[config.mk]
export PLATFORM = sky130hd
export DESIGN_NAME = fte_cell
export DESIGN_NICKNAME = d
export VERILOG_FILES = /design/src/rtl/fte_pkg.sv /design/src/rtl/fte_cell.sv
export SDC_FILE = /design/constraint.sdc
export NUM_CORES = 1
export LEC_CHECK = 0
export BUFFER_PORTS_ARGS = -buffer_cell sky130_fd_sc_hd__buf_4
export CORE_MARGIN = 3
export CORE_UTILIZATION = 50
export DETAILED_ROUTE_END_ITERATION = 8
export PLACE_DENSITY = 0.8
export SKIP_CTS_REPAIR_TIMING = 1
export SLEW_MARGIN = 20
export SYNTH_ARGS = -nofsm -noshare
export SYNTH_HDL_FRONTEND = slang
export SYNTH_SLANG_ARGS = --single-unit
[constraint.sdc]
create_clock -name clk -period 3.05 [get_ports clk]
set_clock_uncertainty 0.1 [all_clocks]
set_input_delay 0.61 -clock clk [delete_from_list [all_inputs] [get_ports clk]]
set_output_delay 0.61 -clock clk [all_outputs]
set_load 0.05 [all_outputs]
[src/rtl/fte_pkg.sv]
// ----------------------------------------------------------------------------
// fte_pkg
// shared types and codes of the flow table match engine
// ----------------------------------------------------------------------------
package fte_pkg;

    typedef enum logic [1:0] {
        OP_ADD    = 2'd0,
        OP_MODIFY = 2'd1,
        OP_DELETE = 2'd2,
        OP_HIT    = 2'd3
    } fte_op_t;

    localparam logic [1:0] ST_DONE = 2'd0;
    localparam logic [1:0] ST_FULL = 2'd1;
    localparam logic [1:0] ST_MISS = 2'd2;

    typedef struct packed {
        fte_op_t     op;
        logic [31:0] flow_id;
        logic [31:0] port_pair;
        logic [7:0]  action;
    } fte_req_t;

    typedef struct packed {
        logic valid;
        logic found;
        logic before_ok;
        logic after_ok;
    } fte_flags_t;

endpackage

[src/rtl/fte_cell.sv]
// ----------------------------------------------------------------------------
// fte_cell
// one table entry; acts on the request passing through and hands it on
// ----------------------------------------------------------------------------
module fte_cell #(
    parameter int IDX_W  = 6,
    parameter int SLOT_W = 7,
    parameter int INDEX  = 0
) (
    input  logic               clk,
    input  logic               rst_n,
    input  logic               adv,
    input  fte_pkg::fte_req_t   req_i,
    input  fte_pkg::fte_flags_t flags_i,
    input  logic [SLOT_W-1:0]  target_i,
    input  logic [IDX_W-1:0]   match_i,
    input  logic [7:0]         act_i,
    input  logic [IDX_W-1:0]   before_i,
    input  logic [IDX_W-1:0]   after_i,
    output fte_pkg::fte_req_t   req_o,
    output fte_pkg::fte_flags_t flags_o,
    output logic [SLOT_W-1:0]  target_o,
    output logic [IDX_W-1:0]   match_o,
    output logic [7:0]         act_o,
    output logic [IDX_W-1:0]   before_o,
    output logic [IDX_W-1:0]   after_o
);
    import fte_pkg::*;

    localparam logic [IDX_W-1:0]  CELL_IDX  = IDX_W'(INDEX);
    localparam logic [SLOT_W-1:0] CELL_SLOT = SLOT_W'(INDEX);

    logic        valid_reg;
    logic [31:0] id_reg;
    logic [31:0] key_reg;
    logic [7:0]  action_reg;

    fte_req_t          req_reg;
    fte_flags_t        flags_reg;
    logic [SLOT_W-1:0] target_reg;
    logic [IDX_W-1:0]  match_reg;
    logic [7:0]        act_reg;
    logic [IDX_W-1:0]  before_reg;
    logic [IDX_W-1:0]  after_reg;

    logic       fire;
    logic       id_hit;
    logic       key_hit;
    logic       take;
    logic       add_here;
    logic       is_free;
    logic       below;
    fte_flags_t flags_next;

    assign fire     = flags_i.valid && adv;
    assign id_hit   = valid_reg && (id_reg == req_i.flow_id);
    assign key_hit  = valid_reg && (key_reg == req_i.port_pair);
    assign add_here = (req_i.op == OP_ADD) && (target_i == CELL_SLOT);
    assign is_free  = !valid_reg && !add_here;
    assign below    = CELL_SLOT < target_i;

    always_comb
    begin
        unique case (req_i.op)
            OP_MODIFY, OP_DELETE: take = !flags_i.found && id_hit;
            OP_HIT:               take = !flags_i.found && key_hit;
            default:              take = 1'b0;
        endcase
    end

    always_comb
    begin
        flags_next           = flags_i;
        flags_next.found     = flags_i.found || take;
        flags_next.before_ok = flags_i.before_ok || (is_free && below);
        flags_next.after_ok  = flags_i.after_ok || (is_free && !below);
    end

    // entry storage
    always_ff @(posedge clk or negedge rst_n)
    begin
        if (!rst_n)
        begin
            valid_reg <= 1'b0;
        end
        else if (fire)
        begin
            if (add_here)
            begin
                valid_reg <= 1'b1;
            end
            else if (take && (req_i.op == OP_DELETE))
            begin
                valid_reg <= 1'b0;
            end
        end
    end

    always_ff @(posedge clk)
    begin
        if (fire && add_here)
        begin
            id_reg     <= req_i.flow_id;
            key_reg    <= req_i.port_pair;
            action_reg <= req_i.action;
        end
        else if (fire && take && (req_i.op == OP_MODIFY))
        begin
            action_reg <= req_i.action;
        end
    end

    // hand-off to the next cell
    always_ff @(posedge clk or negedge rst_n)
    begin
        if (!rst_n)
        begin
            flags_reg <= '0;
        end
        else if (adv)
        begin
            flags_reg <= flags_next;
        end
    end

    always_ff @(posedge clk)
    begin
        if (adv)
        begin
            req_reg    <= req_i;
            target_reg <= target_i;
            match_reg  <= take ? CELL_IDX : match_i;
            act_reg    <= take ? action_reg : act_i;
            before_reg <= (!flags_i.before_ok && is_free && below) ? CELL_IDX : before_i;
            after_reg  <= (!flags_i.after_ok && is_free && !below) ? CELL_IDX : after_i;
        end
    end

    assign req_o    = req_reg;
    assign flags_o  = flags_reg;
    assign target_o = target_reg;
    assign match_o  = match_reg;
    assign act_o    = act_reg;
    assign before_o = before_reg;
    assign after_o  = after_reg;

endmodule

After elaboration in Yosys (flattened, before gate mapping)
Cells that the tools add are included.

word-level totals
  bits in registers = 184
  input port bits = 114
  output and inout port bits = 111
  logic and storage cells = 61

operators by class
  magnitude comparators = 1
  equality and inequality tests = 5
  multiplexer cells = 6
  reductions and logical operators = 32

operators by type and width
  cell                  number
  $eq A32 B32 Y1        2
  $mux W8               3
  $logic_and A1 B1 Y1   17
  $logic_not A7 Y1      1
  $lt A1 B7 Y1 const A  1
  $logic_not A1 Y1      6
  $eq A2 B2 Y1 const B  2
  $reduce_bool A2 Y1    2
  $logic_or A1 B1 Y1    3
  $eq A2 B1 Y1 const B  1
  $logic_not A2 Y1      1
  $mux W1               2
  $pmux W1 S2           1
  $reduce_and A2 Y1     1
  $reduce_or A2 Y1      1

Logic depth before layout (Yosys ltp)
Gate-level depths: netlist of run 1.

  depth after elaboration = 8
  depth in mapped cells = 7
  gate-level depth less buffers = 6

Worst setup path after synthesis of run 1
OpenSTA, ideal clock, no wires.

  path type = in2reg
  from = input target_i[2]
  to = register action_reg[0], enable pin
  library setup time = 381 ps
  data arrival time = 7978 ps
  required time = 2569 ps
  setup slack = -5409 ps
  stages = 5
  buffers on the path = 0
  cells stage by stage = nor4_1 > nand2_1 > nor4_1 > inv_1 > o41ai_2

between the ends
  longest elaborated chain between the ends = 4

ends and longest elaborated chain
  element                              RTL line         text
  start: declaration                   fte_cell.sv:15   input logic [SLOT_W-1:0] target_i,
  $logic_not A7 Y1                     fte_cell.sv:58   assign add_here = (req_i.op == OP_ADD) && (target_i == CELL_SLOT);
  $logic_and A1 B1 Y1                  fte_cell.sv:58
  $logic_and A1 B1 Y1                  fte_cell.sv:101  if (fire && add_here)
  $reduce_bool A2 Y1 (no source line)  -
  end signal: assignment               fte_cell.sv:105  action_reg <= req_i.action;
  end signal: assignment               fte_cell.sv:109  action_reg <= req_i.action;
  end: declaration                     fte_cell.sv:36   logic [7:0] action_reg;

No other way between the ends.
A chain may end at the register's enable or synchronous reset.

Worst setup path in the final report of run 1
  from = register key_reg[26]
  to = register action_reg[3], enable pin

between the ends
  longest elaborated chain between the ends = 7

ends and longest elaborated chain
  element                              RTL line         text
  start: declaration                   fte_cell.sv:35   logic [31:0] key_reg;
  start signal: assignment             fte_cell.sv:104  key_reg <= req_i.port_pair;
  $eq A32 B32 Y1                       fte_cell.sv:57   assign key_hit = valid_reg && (key_reg == req_i.port_pair);
  $logic_and A1 B1 Y1                  fte_cell.sv:57
  $logic_and A1 B1 Y1                  fte_cell.sv:66   OP_HIT: take = !flags_i.found && key_hit;
  $pmux W1 S2                          fte_cell.sv:64   unique case (req_i.op)
  $logic_and A1 B1 Y1 (2 in series)    fte_cell.sv:107  else if (fire && take && (req_i.op == OP_MODIFY))
  $reduce_bool A2 Y1 (no source line)  -

No other way between the ends.

==> results of run 1 <==
area by class of cell:
class                   count  area, um^2  area share (%)
clock buffers              17         425            4.62
clock inverters            15         158            1.71
inverters                   4        15.0           0.163
multi-input cells         138        1130            12.2
flip-flops and latches    184        5500            59.8
well taps                 172         215            2.34
repair buffers            231        1760            19.1
per-layer routing:
metal  part of all wire (%)  wire length (um)  vias up  global-route usage [%]
li1                       -                 -     1751                       -
met5                      0                 0        -                       0
met3                    7.5              1030       28                    6.57
met2                     51              7040      154                    31.4
met1                     39              5320     1795                    22.6
met4                    2.5               338        0                    8.29
metrics by stage:
stage | cell area (um^2) | hold WS (ps)
6_report | 9200 | 274
5_1_grt | 9200 | 249
4_1_cts | 9190 | -143
3_5_place_dp | 8610 | 313
3_3_place_gp | 8610 | 314
2_1_floorplan | 6660 | 214
cells in the mapped netlist (2+ instances only):
cell	count
nor3_1	4
dfrtp_1	5
edfxtp_1	179
nand2_1	4
nor4_1	6
a21oi_1	3
xnor2_1	51
inv_1	4
nor2b_1	13
nor4_2	2
nor2_1	6
nand4_1	14
and2_2	6
xor2_1	13
mux2_2	7
cells in the final DEF, fill, tap and decap left out, drive strengths merged, types with 3 or more instances in the layout:
master,Yosys,layout
bufinv,0,3
nand2,4,4
nor2,6,6
xnor2,51,51
dfrtp,5,5
nor3,4,4
clkinv,0,9
buf,1,230
clkbuf,1,17
nor2b,13,13
mux2,8,8
nand4,14,14
a21oi,3,3
edfxtp,179,179
xor2,13,13
nor4,8,8
inv,4,6
and2,6,6
worst max path at each step:
stage / startpoint / to / slack (ps) / cells past startpoint
2_1_floorplan: target_i[2] / action_reg[0] / -1060 / 5
3_3_place_gp: req_i[13] / action_reg[0] / 240 / 8
3_5_place_dp: req_i[13] / action_reg[2] / 270 / 8
4_1_cts: key_reg[26] / action_reg[0] / 630 / 7
5_1_grt: key_reg[26] / action_reg[0] / 480 / 7
6_report: key_reg[26] / action_reg[3] / 670 / 7
worst max-delay path, stage by stage, from the launching register on:
cell and delay [ps]:
edfxtp_1 380, xor2_1 150, nor4_1 380, nand4_1 170, nor4_2 260, a32oi_2 130
o41ai_4 300, buf_4 220
power breakdown:
part	leakage [uW]	switching (uW)	internal, uW
registers	0.00175	37.0	2910
clock network	0.000285	881	1280
logic	0.00147	583	283
kinds of logic (layout without fill, tap and decap cells):
logic type      after synthesis  count (layout)  synth area share, %
mux                           8               8                 1.42
compound gates                9               9                 1.14
simple gates                 57              57                 5.34
xor+xnor                     64              64                 8.48
buf+inv                       6             267                0.454
flops                       184             184                 83.2
==> metrics.md, run 1 <==
| Metric | Value |
|---|---|
| Status | `complete, no violations` |
| Slew margin rel. | `a little under three fifths` |
| Pre-CTS WS | `between 200 and 300 ps` |
| Routed Wire Length | `13700 um` |
| CP Capture Type | `register` |
| DRC | `0` |
| IO Port Bufs | `roughly 220` |
| Final hold vios | `0` |
| Skew-Pair Late Insertion Delay | `420 ps` |
| Clock sinks | `about 180` |
| Distinct cell type count after synthesis | `26` |
| Die area | `around 15000 um^2` |
| Top cell type by total area after synthesis | `edfxtp_1` |
| Worst Slack Setup Final | `666 ps` |
| Vias | `roughly 3700` |
| Die W | `approximately 120 um` |
| Rows | `between 40 and 50` |
| Max Clk Rate | `roughly 420 MHz` |
| Crit path max fanout | `8` |
| Vias in the first global route | `3877` |
| Fin. max-slew vios | `0` |
| Pwr dens | `648 nW/um^2` |
| Crit path DAT | `about 2400 ps` |
| GRT Overall Usage | `a little under a fifth` |
| Total power | `between 5000 and 6000 uW` |
| Fin nets | `690` |
| Hold depth | `1` |
| Period utilisation layout | `a little under 80%` |
| Largest net degree at the start of global routing | `approximately 120` |
| Worst Tran Pin Value | `approximately 650 ps` |
| Peak supply drop | `0.000456 V` |
| Initial antenna violation count | `0` |
| Starting Density | `about 52%` |
| Reg2Reg Capture Point | `action_reg[3]` |
| Routability-driven placement congestion ratio | `0.761` |
| Number of flops mapped to enable cells by yosys | `between 150 and 200` |
| Worst hold path class | `in2reg` |
| Crit start category | `register` |
| Core Footprint | `around 13000 um^2` |
| Reg-to-reg slack, setup | `between 600 and 700 ps` |
| Via density | `~5` |
| DRT antenna net count | `0` |
| Synthesized cell area | `between 6000 and 7000 um^2` |
| Post-synth top flop | `edfxtp_1` |
| Async SR Flop Fraction | `roughly 2.7%` |
| Share of Yosys cell area claimed by the top area cell type | `approximately 81%` |
| Post-Syn Nets | `442` |
| R2R cell count | `7` |
| DR WL/cell | `approximately 18 um` |
| Sequential share of the synthesized area | `slightly above 80%` |
| Share of layout cells above drive strength 1 | `about 48%` |
| First-pass GRT wire length | `20600 um` |
| Num CTS Buffers | `17` |
| Synthesized flop and latch total | `184` |
| CTS tree | `yes` |
| CTS H-Tree Depth | `4` |
| Pleak | `approximately 0.0035 uW` |
| Post-DP HPWL | `about 10000 um` |
| Largest register FFs | `74` |
| Syn_area_per_cell | `approximately 20 um^2` |
| Clock root buffer | `clkbuf_16` |
| Worst hold endpoint | `target_o[1]` |
| RSZ-0062 raised after global routing | `no` |
| Dpl cells | `between 700 and 800` |
| Reg2reg start | `key_reg[26]` |
| P&R area growth vs syn | `39.1%` |
| Maxcap violations | `0` |
| Crit path required time | `between 3000 and 4000 ps` |
| Layout Utilization | `around 72%` |
| GR Overflow Total | `0` |
| ANT cells | `0` |
| Clock buffer depth | `2` |
| Cell Count, Final, Fillers Out | `761` |
| Clock slew at reported path FFs | `roughly 60 ps` |
| CP Class | `reg2reg` |
| I/O pin count | `about 230` |
| Starting DRT DRC Count | `between 200 and 250` |
| Drt pass-1 iters | `5` |
| Yosys warns | `0` |
| Final setup vio count | `0` |
| Fillers | `842` |
| Final Critical Period | `2380 ps` |
| Die Height | `121 um` |
| Hold Path Origin | `target_i[1]` |
| Top cells by area, synth | `edfxtp_1 (81%), xnor2_1 (6.8%), dfrtp_1 (1.9%)` |
| TNS Setup | `0 ps` |
| Post-synthesis cell count | `~330` |
(Power assumes the default switching activity.)
==> run 2, diff against run 1 <==
Clock period 3.05 ns to 2.3 ns, I/O delays scaled along.
==> metrics.md, run 2 (synthesis gave the netlist of run 1 again) <==
| Metric | Value |
|---|---|
| Starting Density | `just over 50%` |
| CTS H-Tree Depth | `4` |
| Crit path required time | `roughly 2300 ps` |
| Core Footprint | `about 13000 um^2` |
| Slowest cell on the critical path | `edfxtp_1` |
| P&R area growth vs syn | `41.1%` |
| CP Capture Type | `register` |
| DRC | `0` |
| Die W | `roughly 120 um` |
| Clock slew at reported path FFs | `around 60 ps` |
| TNS Setup | `-35.9 ps` |
| Die Height | `approximately 120 um` |
| Clock root buffer | `clkbuf_16` |
| Fin nets | `717` |
| Crit path DAT | `between 2000 and 2500 ps` |
| Post-DP HPWL | `10200 um` |
| Met3 usage | `between 7 and 8%` |
| Worst Slack Setup Final | `-4.97 ps` |
| Grt peak-use layer | `met2` |
| Grt met2 use | `33.4%` |
| Worst hold path class | `in2reg` |
| Maxcap violations | `0` |
| Skew-Pair Late Insertion Delay | `approximately 420 ps` |
| Vias | `around 3800` |
| Clock buffer depth | `2` |
| Die area | `around 15000 um^2` |
| Largest net degree at the start of global routing | `115` |
| Routed Wire Length | `14200 um` |
| Crit path largest cell delay | `roughly 390 ps` |
| Pwr dens | `809 nW/um^2` |
| Max Clk Rate | `around 430 MHz` |
| Clock sinks | `184` |
| Drt pass-1 iters | `4` |
| Status | `finished with violations` |
| Reg2reg start | `key_reg[24]` |
| DRT antenna net count | `0` |
| Pre-CTS WS | `-312 ps` |
| Starting DRT DRC Count | `240` |
| Peak supply drop | `approximately 0.00054 V` |
| Hold Path Origin | `req_i[5]` |
| First-pass GRT wire length | `about 21000 um` |
| GR Overflow Total | `0` |
| Crit path max fanout | `8` |
| Slew margin rel. | `between 50% and 60%` |
| Routability-driven placement congestion ratio | `around 0.76` |
| Failing checks | `negative setup slack` |
| ANT cells | `0` |
| Final setup vio count | `8` |
| Commonest non-fill, non-tap cell in the layout | `buf_4` |
| CTS tree | `yes` |
| Fillers | `833` |
| Num CTS Buffers | `17` |
| RSZ-0062 raised after global routing | `yes` |
| DR WL/cell | `roughly 18 um` |
| Via density | `between 4 and 5` |
| Worst path top cell family by delay | `simple AND/OR/NAND/NOR gates` |
| CP Class | `reg2reg` |
| Worst path bufs/invs | `1` |
| Worst Tran Pin Value | `about 640 ps` |
| Dominant cell type by count on the critical path | `nor4_2` |
| CP startpoint | `key_reg[24]` |
| Largest register FFs | `74` |
| GRT Overall Usage | `19.7%` |
| Period utilisation layout | `100%` |
| Vias in the first global route | `slightly above 4000` |
| Final hold vios | `0` |
| Pleak | `around 0.0036 uW` |
| Final Critical Period | `approximately 2300 ps` |
| Grt met1 use | `a little under a quarter` |
| Commonest non-fill, non-tap cells in the layout | `buf_4 (254), edfxtp_1 (179), xnor2_1 (51)` |
| IO Port Bufs | `224` |
| Rows | `41` |
| Share of layout cells above drive strength 1 | `slightly below 50%` |
| Initial antenna violation count | `0` |
| Worst hold slack | `128 ps` |
| Crit start category | `register` |
| Fin. max-slew vios | `0` |
| I/O pin count | `around 230` |
| Crit path cell chain | `xor2_1 > nor4_2 > nand2_1 > nor4_2 > a32oi_2 > o41ai_4 > buf_6` |
run 2: cell count changes in the layout (fill, tap and decap cells not counted):
cell and change:
clkbuf_1 +1, inv_6 -2, buf_6 +2, buf_12 -1, clkinv_1 +3, clkinv_2 -1
clkinv_4 +1, nor4_1 -3, bufinv_16 -3, nor4_2 +3, buf_4 +26
run 2: final cells by class:
| type | count | area [um^2] | area share (%) |
|---|---|---|---|
| inverter | 4 | 15.0 | 0.161 |
| multi-input combinational | 138 | 1140 | 12.3 |
| clock inverter | 13 | 65.1 | 0.697 |
| sequential | 184 | 5500 | 59.0 |
| clock buffer | 18 | 429 | 4.60 |
| timing repair buffer | 258 | 1960 | 21.0 |
| tap | 172 | 215 | 2.31 |
run 2: worst register-to-register path, cell delays in order, from the launching register on:
cell and delay [ps]:
edfxtp_1 390, xor2_1 160, nor4_2 300, nand2_1 120
nor4_2 310, a32oi_2 130, o41ai_4 320, buf_6 180
run 2: power breakdown:
group	total (uW)	internal (uW)	switching (uW)
registers	3910	3860	49.2
logic	1180	400	781
clock network	2460	1340	1120
total	7550	5600	1950
run 2: worst paths after layout:
path / to / slack, ps / cells past startpoint
min: req_o[5] / 130 / 1
min in group asynchronous: flags_o[1] / 280 / 2
max: action_reg[1] / -5 / 7
min reg2reg: flags_o[2] / 450 / 2
max in group asynchronous: flags_o[0] / 1700 / 2
max reg2reg: action_reg[1] / -5 / 7
run 2: per-stage QoR:
step,cells,total power (uW),area (um^2),utilization [%]
finish,787,7550,9330,73.0
global route,787,7810,9330,73.0
CTS,786,7600,9290,72.7
detailed placement,755,5160,8800,68.9
global placement,755,5140,8800,68.9
floorplan,328,4620,6660,-
run 2: routing by layer:
layer	share of wire, %	up-vias
met1	38	1855
met3	7.7	16
met2	52	150
li1	-	1809
met5	0	-
met4	1.7	0
==> run 3, diff against run 2 <==
Settings changed: SKIP_CTS_REPAIR_TIMING 1 to not set.
==> metrics.md, run 3 (synthesis gave the netlist of run 1 again) <==
| Metric | Value |
|---|---|
| CP startpoint | `key_reg[22]` |
| RSZ-0062 raised after global routing | `yes` |
| Fillers | `slightly above 800` |
| Reg2Reg Capture Point | `act_o[6]` |
| Routed Wire Length | `14200 um` |
| Crit path required time | `2370 ps` |
| Crit start category | `register` |
| Final hold vios | `0` |
| DRT antenna net count | `0` |
| Status | `complete, no violations` |
| Clock root buffer | `clkbuf_16` |
| Worst Slack Setup Final | `86.8 ps` |
| Dpl cell area | `between 8000 and 9000 um^2` |
| Final Critical Period | `between 2000 and 2500 ps` |
| Pleak | `~0.0036 uW` |
| Starting Density | `51.8%` |
| Vias | `approximately 3800` |
| GRT Overall Usage | `about 20%` |
| Maxcap violations | `0` |
| WP depth | `7` |
| Skew-Pair Late Insertion Delay | `420 ps` |
| Clock sinks | `between 150 and 200` |
| I/O pin count | `between 200 and 250` |
| Pwr dens | `a little over 800 nW/um^2` |
| Worst hold path class | `in2reg` |
| CP Capture Type | `register` |
| Peak supply drop | `about 0.00054 V` |
| Worst setup path end | `act_o[6]` |
| Dpl cells | `755` |
| Seq. cell area | `roughly 5500 um^2` |
| Drt pass-1 iters | `4` |
| Commonest non-fill, non-tap cells in the layout | `buf_4 (255), edfxtp_1 (179), xnor2_1 (51)` |
| TNS Setup | `0 ps` |
| Fin nets | `roughly 700` |
| Post-DP HPWL | `slightly above 10000 um` |
| Commonest non-fill, non-tap cell in the layout | `buf_4` |
| Period utilisation layout | `a little over nine tenths` |
| R2R cell count | `7` |
| Reg2reg start | `key_reg[22]` |
| Cell Count, Final, Fillers Out | `slightly below 800` |
| Crit path cell chain | `xor2_1 > nor4_2 > nand2_1 > nor4_2 > a32oi_2 > buf_6 > mux2_4` |
| Initial antenna violation count | `0` |
| Core Footprint | `12800 um^2` |
| Largest net degree at the start of global routing | `roughly 120` |
| Slowest cell on the critical path | `edfxtp_1` |
| Layout Utilization | `73.2%` |
| Routability-driven placement congestion ratio | `between 0.7 and 0.8` |
| Dominant cell type by count on the critical path | `nor4_2` |
| Share of layout cells above drive strength 1 | `49.8%` |
| Final Cell Area | `about 9300 um^2` |
| DRC | `0` |
| Crit path max fanout | `16` |
| Worst path bufs/invs | `1` |
| Via density | `4.85` |
| Multi-input logic area | `1160 um^2` |
| Starting DRT DRC Count | `roughly 250` |
| IO Port Bufs | `approximately 220` |
| Crit path DAT | `2280 ps` |
| CTS H-Tree Depth | `4` |
| CTS tree | `yes` |
| Num CTS Buffers | `17` |
| Slew margin rel. | `between 50 and 60%` |
| Worst Tran Pin Value | `643 ps` |
| ANT cells | `0` |
| Clock buffer depth | `2` |
| Clock slew at reported path FFs | `around 60 ps` |
| Final setup vio count | `0` |
| Die area | `approximately 15000 um^2` |
| Largest register FFs | `74` |
| Worst path top cell family by delay | `simple AND/OR/NAND/NOR gates` |
| Pre-CTS WS | `-312 ps` |
| Rows | `around 40` |
| First-pass GRT wire length | `roughly 22000 um` |
| P&R area growth vs syn | `41.4%` |
| Crit path largest cell delay | `roughly 390 ps` |
| Vias in the first global route | `a little over 4000` |
| DR WL/cell | `approximately 18 um` |
| Max Clk Rate | `about 450 MHz` |
| GR Overflow Total | `0` |
| Fin. max-slew vios | `0` |
| Die Height | `between 100 and 150 um` |
| CP Class | `reg2reg` |
| Die W | `121 um` |
| Reg-to-reg slack, setup | `90 ps` |
[run 3: cell count changes in the layout (fill, tap and decap cells not counted), sizes merged]
cell / before / now
buf: 257 / 258
[run 3: what timing repair did]
action | CTS | global route
setup buffers | 1 | 0
pin swaps | 3 | 5
hold buffers | 1 | 0
resized for setup | 5 | 2
endpoints found under the hold margin | 5 | 0
setup endpoints to repair | 16 | 16
[run 3: power breakdown]
group          switching [uW]  total, uW  internal (uW)
logic                     783       1180            401
clock network            1130       2470           1340
registers                48.7       3910           3860
total                    1960       7560           5600
[run 3: stage by stage]
step	total power [uW]	hold slack [ps]
floorplan	4620	64.4
global placement	5140	165
detailed placement	5160	166
CTS	7610	111
global route	7810	105
finish	7560	126
[run 3: area by class of cell]
class	instances	share of cell area [%]
clock buffer	18	4.59
sequential	184	58.8
multi-input combinational	138	12.4
tap	172	2.30
clock inverter	13	0.696
timing repair buffer	259	21.0
inverter	4	0.161
[run 3: worst min-delay path by stage]
stage | startpoint | to | slack (ps) | cells after the start
finish | req_i[5] | req_o[5] | 130 | 1
global route | target_i[3] | target_o[3] | 100 | 1
CTS | req_i[5] | req_o[5] | 110 | 1
detailed placement | rst_n | flags_o[1] | 170 | 1
global placement | rst_n | flags_o[1] | 170 | 1
floorplan | rst_n | flags_o[0] | 60 | 0
[run 3: metal layers]
metal	up-vias	track usage, %	routed length (um)
met5	-	0	0
met3	16	7.04	1090
met2	149	33.6	7350
li1	1809	-	-
met1	1848	23.4	5470
met4	0	7.15	266
